<file path="src/rtl/pil_pkg.sv">
package pil_pkg;

    localparam int unsigned ElemWidth = 32;
    localparam int unsigned PosWidth  = 8;

    typedef enum logic [2:0] {
        FN_INSERT    = 3'd0,
        FN_REMOVE    = 3'd1,
        FN_OVERWRITE = 3'd2,
        FN_READ      = 3'd3,
        FN_APPEND    = 3'd4,
        FN_CLEAR     = 3'd5
    } func_t;

    typedef enum logic [1:0] {
        ST_DONE  = 2'd0,
        ST_RANGE = 2'd1,
        ST_FULL  = 2'd2
    } status_t;

    // what every cell does this cycle
    typedef enum logic [1:0] {
        OP_NONE   = 2'd0,
        OP_INSERT = 2'd1,
        OP_REMOVE = 2'd2,
        OP_WRITE  = 2'd3
    } cell_op_t;

    typedef struct packed {
        cell_op_t              op;
        logic [PosWidth-1:0]   pos;
        logic [ElemWidth-1:0]  value;
    } cell_cmd_t;

endpackage

</file>
<file path="src/rtl/pil_cell.sv">
module pil_cell (
    input  logic                             aclk,
    input  logic [pil_pkg::PosWidth-1:0]     cell_index,
    input  pil_pkg::cell_cmd_t               cmd,
    input  logic [pil_pkg::ElemWidth-1:0]    left_value,
    input  logic [pil_pkg::ElemWidth-1:0]    right_value,
    output logic [pil_pkg::ElemWidth-1:0]    value
);
    import pil_pkg::*;

    logic [ElemWidth-1:0] value_reg;
    logic [ElemWidth-1:0] value_next;

    always_comb begin
        value_next = value_reg;
        unique case (cmd.op)
            OP_INSERT: begin
                // open a gap at pos, shift later elements up
                if (cell_index == cmd.pos) begin
                    value_next = cmd.value;
                end else if (cell_index > cmd.pos) begin
                    value_next = left_value;
                end
            end
            OP_REMOVE: begin
                if (cell_index >= cmd.pos) begin
                    value_next = right_value;
                end
            end
            OP_WRITE: begin
                if (cell_index == cmd.pos) begin
                    value_next = cmd.value;
                end
            end
            OP_NONE: begin
                value_next = value_reg;
            end
            default: begin
                value_next = value_reg;
            end
        endcase
    end

    always_ff @(posedge aclk) begin
        value_reg <= value_next;
    end

    assign value = value_reg;

endmodule

</file>
<file path="src/rtl/positional_integer_list.sv">
// Result: registered; it reaches m_tdata in the cycle after its request item is accepted.
// Throughput: one item per cycle unless a result stalls on m_tready; every cell of the
// element chain moves in the same cycle, so an insert or remove costs no more than a read.
// Reset: aresetn (synchronous, active low) empties the list and drops any pending
// result; element cells are not reset and are only read below the count.
module positional_integer_list #(
    parameter int unsigned CAPACITY = 16
) (
    input  logic        aclk,
    input  logic        aresetn,
    input  logic        s_tvalid,
    output logic        s_tready,
    input  logic [47:0] s_tdata,   // func[2:0], position[10:3], value[42:11], zero
    output logic        m_tvalid,
    input  logic        m_tready,
    output logic [47:0] m_tdata    // read_value[31:0], status[33:32], count[41:34], zero
);
    import pil_pkg::*;

    localparam int unsigned CW = $clog2(CAPACITY + 1);
    localparam int unsigned IW = (CAPACITY > 1) ? $clog2(CAPACITY) : 1;

    logic [CW-1:0]        count_reg;
    logic [CW-1:0]        count_next;
    logic                 m_tvalid_reg;
    logic                 m_tvalid_next;
    logic [47:0]          m_tdata_reg;
    logic [47:0]          m_tdata_next;

    logic                 fire;
    logic [2:0]           fn;
    logic [PosWidth-1:0]  pos;
    logic [ElemWidth-1:0] val;
    logic [PosWidth-1:0]  count8;
    logic                 full;
    logic [ElemWidth-1:0] rd;
    status_t              status;
    cell_cmd_t            cmd;
    logic [ElemWidth-1:0] elem [CAPACITY];

    assign s_tready = !m_tvalid_reg || m_tready;
    assign fire     = s_tvalid && s_tready;
    assign fn       = s_tdata[2:0];
    assign pos      = s_tdata[10:3];
    assign val      = s_tdata[42:11];
    assign count8   = PosWidth'(count_reg);
    assign full     = (count_reg == CW'(CAPACITY));

    always_comb begin
        cmd.op     = OP_NONE;
        cmd.pos    = pos;
        cmd.value  = val;
        status     = ST_DONE;
        rd         = '0;
        count_next = count_reg;
        if (fire) begin
            unique case (fn)
                FN_INSERT: begin
                    if (pos > count8) begin
                        status = ST_RANGE;
                    end else if (full) begin
                        status = ST_FULL;
                    end else begin
                        cmd.op     = OP_INSERT;
                        count_next = CW'(count_reg + 1'b1);
                    end
                end
                FN_REMOVE: begin
                    if (pos >= count8) begin
                        status = ST_RANGE;
                    end else begin
                        cmd.op     = OP_REMOVE;
                        count_next = CW'(count_reg - 1'b1);
                    end
                end
                FN_OVERWRITE: begin
                    if (pos >= count8) begin
                        status = ST_RANGE;
                    end else begin
                        cmd.op = OP_WRITE;
                    end
                end
                FN_READ: begin
                    if (pos >= count8) begin
                        status = ST_RANGE;
                    end else begin
                        rd = elem[pos[IW-1:0]];
                    end
                end
                FN_APPEND: begin
                    if (full) begin
                        status = ST_FULL;
                    end else begin
                        cmd.op     = OP_WRITE;
                        cmd.pos    = count8;
                        count_next = CW'(count_reg + 1'b1);
                    end
                end
                FN_CLEAR: begin
                    count_next = '0;
                end
                default: begin
                    status = ST_DONE;
                end
            endcase
        end
    end

    always_comb begin
        m_tvalid_next = m_tvalid_reg;
        m_tdata_next  = m_tdata_reg;
        if (fire) begin
            m_tvalid_next = 1'b1;
            m_tdata_next  = {6'd0, PosWidth'(count_next), status, rd};
        end else if (m_tready) begin
            m_tvalid_next = 1'b0;
        end
    end

    genvar gi;
    generate
        for (gi = 0; gi < CAPACITY; gi++) begin : g_cell
            logic [ElemWidth-1:0] left_value;
            logic [ElemWidth-1:0] right_value;
            if (gi == 0) begin : g_first
                assign left_value = val;
            end else begin : g_left
                assign left_value = elem[gi-1];
            end
            if (gi == CAPACITY - 1) begin : g_last
                assign right_value = elem[gi];
            end else begin : g_right
                assign right_value = elem[gi+1];
            end
            pil_cell u_cell (
                .aclk        (aclk),
                .cell_index  (PosWidth'(gi)),
                .cmd         (cmd),
                .left_value  (left_value),
                .right_value (right_value),
                .value       (elem[gi])
            );
        end
    endgenerate

    always_ff @(posedge aclk) begin
        if (!aresetn) begin
            count_reg    <= '0;
            m_tvalid_reg <= 1'b0;
        end else begin
            count_reg    <= count_next;
            m_tvalid_reg <= m_tvalid_next;
        end
    end

    always_ff @(posedge aclk) begin
        m_tdata_reg <= m_tdata_next;
    end

    assign m_tvalid = m_tvalid_reg;
    assign m_tdata  = m_tdata_reg;

`ifndef SYNTHESIS
    a_count_bound : assert property (@(posedge aclk) disable iff (!aresetn)
        count_reg <= CW'(CAPACITY))
        else $error("element count above capacity");

    a_no_overrun : assert property (@(posedge aclk) disable iff (!aresetn)
        !(s_tready && m_tvalid_reg && !m_tready))
        else $error("input taken while result stalled");

    a_clear_empties : assert property (@(posedge aclk) disable iff (!aresetn)
        fire && fn == FN_CLEAR |=> count_reg == '0)
        else $error("clear left elements behind");

    a_full_status : assert property (@(posedge aclk) disable iff (!aresetn)
        fire && status == ST_FULL |-> full && count_next == count_reg)
        else $error("full status without a full list");
`endif

endmodule
</file>
<file path="config.mk">
export PLATFORM = sky130hd
export DESIGN_NAME = positional_integer_list
export DESIGN_NICKNAME = d
export VERILOG_FILES = /design/src/rtl/pil_pkg.sv /design/src/rtl/pil_cell.sv /design/src/rtl/positional_integer_list.sv
export SDC_FILE = /design/constraint.sdc
export NUM_CORES = 1
export LEC_CHECK = 0
export BUFFER_PORTS_ARGS = -buffer_cell sky130_fd_sc_hd__buf_4
export CAP_MARGIN = 10
export CORE_UTILIZATION = 30
export CTS_BUF_LIST = sky130_fd_sc_hd__clkbuf_8
export DETAILED_ROUTE_END_ITERATION = 7
export PLACE_DENSITY = 0.42
export SYNTH_ARGS = -nofsm -noshare
export SYNTH_HDL_FRONTEND = slang
export SYNTH_SLANG_ARGS = --single-unit
</file>
<file path="constraint.sdc">
create_clock -name aclk -period 23.2 [get_ports aclk]
set_clock_uncertainty 0.05 [all_clocks]
set_input_delay 3.48 -clock aclk [delete_from_list [all_inputs] [get_ports aclk]]
set_output_delay 3.48 -clock aclk [all_outputs]
set_load 0.01 [all_outputs]
</file>
Word-level counts from Yosys, hierarchy flattened
Index checks and enable logic that the tools add are counted.
{"block": "totals", "register_bits": 557, "word_cells": 258, "output_inout_bits": 50, "in_bits": 52}
{"block": "classes", "muxes": 101, "n_eq_ne": 71, "n_lt_le_gt_ge": 34, "bitwise": 4, "reduce_logical": 26, "n_addsub": 2}
{"op": "$mux W32", "count": 65}
{"op": "$pmux W32 S3", "count": 15}
{"op": "$bmux W32 S4", "count": 1}
{"op": "$eq A4 B8 Y1 const A", "count": 8}
{"op": "$gt A4 B8 Y1 const A", "count": 8}
{"op": "$pmux W32 S2", "count": 1}
{"op": "$ne A2 B1 Y1 const B", "count": 31}
{"op": "$reduce_and A4 Y1", "count": 15}
{"op": "$ge A4 B8 Y1 const A", "count": 7}
{"op": "$ne A3 B1 Y1 const B", "count": 16}
{"op": "$eq A3 B8 Y1 const A", "count": 4}
{"op": "$ge A3 B8 Y1 const A", "count": 4}
{"op": "$gt A3 B8 Y1 const A", "count": 4}
{"op": "$mux W10", "count": 2}
{"op": "$mux W5", "count": 4}
{"op": "$pmux W5 S4", "count": 1}
{"op": "$eq A2 B8 Y1 const A", "count": 2}
{"op": "$ge A1 B8 Y1 const A", "count": 2}
{"op": "$ge A2 B8 Y1 const A", "count": 2}
{"op": "$gt A1 B8 Y1 const A", "count": 2}
{"op": "$gt A2 B8 Y1 const A", "count": 2}
{"op": "$mux W2", "count": 5}
{"op": "$eq A1 B8 Y1 const A", "count": 1}
{"op": "$ge A8 B5 Y1", "count": 1}
{"op": "26 further kinds", "count": 35}

Longest topological paths before layout
{"block": "logic_depth", "word_depth": 9, "ltp_mapped": 13, "mapped_depth_nobuf": 8}

Modules after synthesis
From an unflattened synthesis, not the netlist that was laid out.
{"block": "hier_totals", "hier_cells": 3157, "area_unflattened_um2": 42698.5}
{"module": "pil_cell", "seq_area_each_um2": 960.9, "n_inst": 16, "area_each_um2": 2287.2, "cells_each": 172}
{"module": "positional_integer_list", "seq_area_each_um2": 1291.2, "n_inst": 1, "area_each_um2": 6103.4, "cells_each": 405}

Worst setup path before layout
Ideal clock, no wire load.
{"block": "synth_path", "path_kind": "input to register", "startpoint": "input m_tready", "endpoint": "register g_cell[12].u_cell.value_reg[0] (enable)", "arrival_ns": 11.016, "setup_time_ns": 0.595, "n_path_buf": 2, "required_ns": 22.555, "path_slack_ns": 11.539, "stages": 10, "path_cell_list": "nor2b_1 -> clkbuf_1 -> inv_1 -> nand2_1 -> inv_1 -> nand4_1 -> nand2_1 -> clkbuf_1 -> nor2_1 -> a2111oi_0"}
{"block": "synth_via", "elab_chain_cells": 6, "word_cells_on_any_way": 15}
{"element": "start: declaration", "line_no": "positional_integer_list.sv:15", "source": "input logic m_tready,"}
{"element": "$logic_or A1 B1 Y1 (*)", "line_no": "positional_integer_list.sv:41", "source": "assign s_tready = !m_tvalid_reg || m_tready;"}
{"element": "via s_tready", "line_no": "positional_integer_list.sv:12", "source": "output logic s_tready,"}
{"element": "$logic_and A1 B1 Y1 (*)", "line_no": "positional_integer_list.sv:42", "source": "assign fire = s_tvalid && s_tready;"}
{"element": "via fire", "line_no": "positional_integer_list.sv:30", "source": "logic fire;"}
{"element": "$mux W10 (*)", "line_no": "positional_integer_list.sv:56", "source": "if (fire) begin"}
{"element": "$gt A4 B8 Y1 (tied with other cells)", "line_no": "pil_cell.sv:21", "source": "end else if (cell_index > cmd.pos) begin"}
{"element": "$ne A3 B1 Y1 (no source line) (tied with other cells)"}
{"element": "$reduce_and A4 Y1 (no source line) (*)"}
{"element": "end signal: assignment", "line_no": "pil_cell.sv:45", "source": "value_reg <= value_next;"}
{"element": "end: declaration", "line_no": "pil_cell.sv:11", "source": "logic [ElemWidth-1:0] value_reg;"}
Mark *: on every way through the listed nets, which the timed path passes. The rest lies on a longest branch.
A chain may end at the register's enable or synchronous reset.

Worst setup path in the final report
{"block": "layout_path", "startpoint": "input s_tdata[6]", "endpoint": "register g_cell[11].u_cell.value_reg[18] (enable)"}
{"block": "layout_via", "elab_chain_cells": 7, "word_cells_on_any_way": 21}
{"element": "start: declaration", "line_no": "positional_integer_list.sv:13", "source": "input logic [47:0] s_tdata,"}
{"element": "$ge A8 B5 Y1 / $gt A8 B5 Y1 (equally long branches)", "line_no": "positional_integer_list.sv:69, positional_integer_list.sv:77, positional_integer_list.sv:59"}
{"element": "$mux W2 (on tied branches)", "line_no": "positional_integer_list.sv:77, positional_integer_list.sv:59, positional_integer_list.sv:69"}
{"element": "$pmux W2 S4", "line_no": "positional_integer_list.sv:57", "source": "unique case (fn)"}
{"element": "$mux W10 (*)", "line_no": "positional_integer_list.sv:56"}
{"element": "$eq A2 B1 Y1 (tied with other cells)", "line_no": "pil_cell.sv:16", "source": "unique case (cmd.op)"}
{"element": "$ne A3 B1 Y1 (no source line) (tied with other cells)"}
{"element": "$reduce_and A4 Y1 (no source line) (*)"}
{"element": "end signal: assignment", "line_no": "pil_cell.sv:45"}
{"element": "end: declaration", "line_no": "pil_cell.sv:11"}
Every way passes the cells marked *; elsewhere a longest branch is shown, timed or not.

==> results.toml <==
[yosys]
ys_top_cells_by_area = "edfxtp_1 (52%), mux4_2 (11%), o221a_2 (9.9%), a221oi_1 (3.2%), inv_1 (2.8%)"
synth_top_family_by_area = "compound AO/OA/AOI/OAI gates"
synth.top_cell.area_share_pct = 52.3
synth_xor_area_share_pct = 0.0277
synthArstFlopShare_pct = 0
syn_avg_cell_area_sq_um = 13.3
synth.cell_area_sq_um = 31600
synth.area.mux_share_pct = 13.9
synth-compound-area-share_pct = 17.3
synth-seq-area-share_pct = 52.7
syn_inst = 2386
synth_edf_count = 551
yosysTopAreaCell = "edfxtp_1"
synth_cell_types = 80
ys_warn_count = 0
yosys.area_share.adder_pct = 0.316
ys.flop_type = "edfxtp_1"
ys_seq_elements = 557
synthSimpleGateAreaFrac_pct = 9.17

[run_status]
violations = "design-rule violations"
outcome = "finished, violations left"

[die]
fp.dieH_um = 327
die_x_um = 327
initial_core_util_pct = 30.4
coreArea_sq_um = 104000
io_pins = 102
std_cell_rows = 118
dieArea_sq_um = 107000

[clock_tree]
numCtsBuffers = 111
clk_pin_slew_worst_paths_ns = 0.07
root_buffer = "clkbuf_8"
insertion_delay_ns = 0.78
cts_setup_buffers = 0
cts_tree = "done"
postCtsHoldBufs = 0
cts.repair.resized = 0
clkSinkCount = 557
clockBufferDepth = 3
htree_levels = 3

[routing]
final_antenna_net_count = 0
wire_per_inst_um = 33.7
drc = 4
wl_mm = 131
drtIter0Drc = 2979
vias = 23700
first_pass_iters = 8
via_per_inst = 6.11

[critical_path]
rrSetupSlack_ns = 17.17
worstPathRequired_ns = 23.54
endpoint_kind = "flip-flop"
worst_setup_path_start_kind = "input pin"
rr_worst_depth = 10
arrival_ns = 9.18
path_class = "in2reg"
critPathMaxFanout = 69

[min_path]
timing.hold.worst_path_depth = 1
worst_hold_path_type = "reg2reg"

[final_layout]
nets = 2481
layout-drive-gt1-share_pct = 35.3
largest_register_ffs = 512
fin_util_pct = 34.4
area_delta_synth_final_pct = 13.2
final_area_sq_um = 35800

[sta]
fin_crit_sh_pct = 38.1
slew_violations = 0
fmax_mhz = 113
fin_crit_ns = 8.83
tightestPinTransition_ns = 1.33
timing.slew.headroom_pct = 11.2
setup_viol = 0
setup-tns-final_ns = 0
hold_violations = 0
rsz0062_at_grt = "false"

[global_routing]
antenna_found_initial = 6
gr-usage-all-layers_pct = 24.2
grt_pass1_wl_mm = 185
grt_max_degree = 176
overflow = 0
grt_pass1_vias = 24500

[placed_design]
dp_hpwl_mm = 69.6
place_area_sq_um = 33900
portBuffers = 87
gp_congestion = 0.818

[power_and_ir_drop]
peakVddDrop_mv = 0.0401
p_leak_nw = 12.4
powerDensity_nw_per_um2 = 63.7

[job]
drv_cap = 0
[power breakdown]
group	internal, mW	switching (mW)	total [mW]
Sequential	1.11	0.00422	1.12
Clock	0.470	0.471	0.941
Combinational	0.0849	0.140	0.225
Total	1.67	0.615	2.28
[worst max-delay path, stage by stage]
cell	delay [ns]
buf_4	0.75
ha_1	0.40
a21o_1	0.20
a2111oi_1	0.50
nand4_1	0.67
nand2_2	0.27
buf_4	0.86
o221ai_1	0.32
a21oi_4	1.10
buf_4	0.57
[per-layer routing]
metal	GRT usage [%]	part of all wire, %
met4	9.21	3.4
met2	38.8	47
met3	4.48	8.0
met5	0	0.029
met1	32.3	41
[placed cells by master (no fill, tap or decap), types with 29 or more instances in the layout]
cell type and n:
mux2_2 65, nand2_1 119, clkbuf_8 113, nand2b_1 92
a222oi_1 32, inv_1 273, mux4_2 160, buf_4 159
or2_2 29, o221a_2 278, nor2_1 159, a221oi_1 113
edfxtp_1 551, nor2b_1 35, clkinv_1 29, or3_1 68
[kinds of logic (layout without fill, tap and decap cells)]
logic type      count (synthesis)  count (layout)
other cells                     1              11
flops                         557             557
simple gates                  573             573
buf+inv                       482             592
mux                           230             230
compound gates                534             534
xor+xnor                        1               1
fa+ha+maj                       8               8
[final timing paths]
kind | start | to
worst max-delay path | s_tdata[6] | g_cell[11].u_cell.value[18]
worst min-delay path | g_cell[1].u_cell.value[27] | g_cell[0].u_cell.value[27]
worst max register to register | count_reg[3] | g_cell[11].u_cell.value[18]
worst min register to register | g_cell[1].u_cell.value[27] | g_cell[0].u_cell.value[27]
[layout make-up]
class	instances	area (sq um)
inverter	233	876
fill	10200	68300
tap	1380	1730
sequential	557	16700
timing repair buffer	163	1260
clock inverter	83	403
antenna	2	5.00
multi-input combinational	1355	13300
clock buffer	113	1560
[synth_stat cells, drive strengths merged (34+ instances only)]
cell type / instances
nor2b: 35
o221a: 288
nand2: 122
clkbuf: 118
a221oi: 123
inv: 232
mux2: 65
nor2: 162
buf: 131
or2: 34
or3: 69
nand2b: 92
mux4: 160
edfxtp: 551
[through the flow]
step	setup slack, ns	instances	total power, mW	hold slack, ns
floorplan	11.54	2394	1.27	0.509
global placement	13.68	3688	1.36	0.523
detailed placement	13.62	3688	1.36	0.534
CTS	14.45	3884	2.31	0.546
global route	14.28	3886	2.36	0.549
finish	14.37	3886	2.28	0.537
Power figures use the tool's default switching activity.
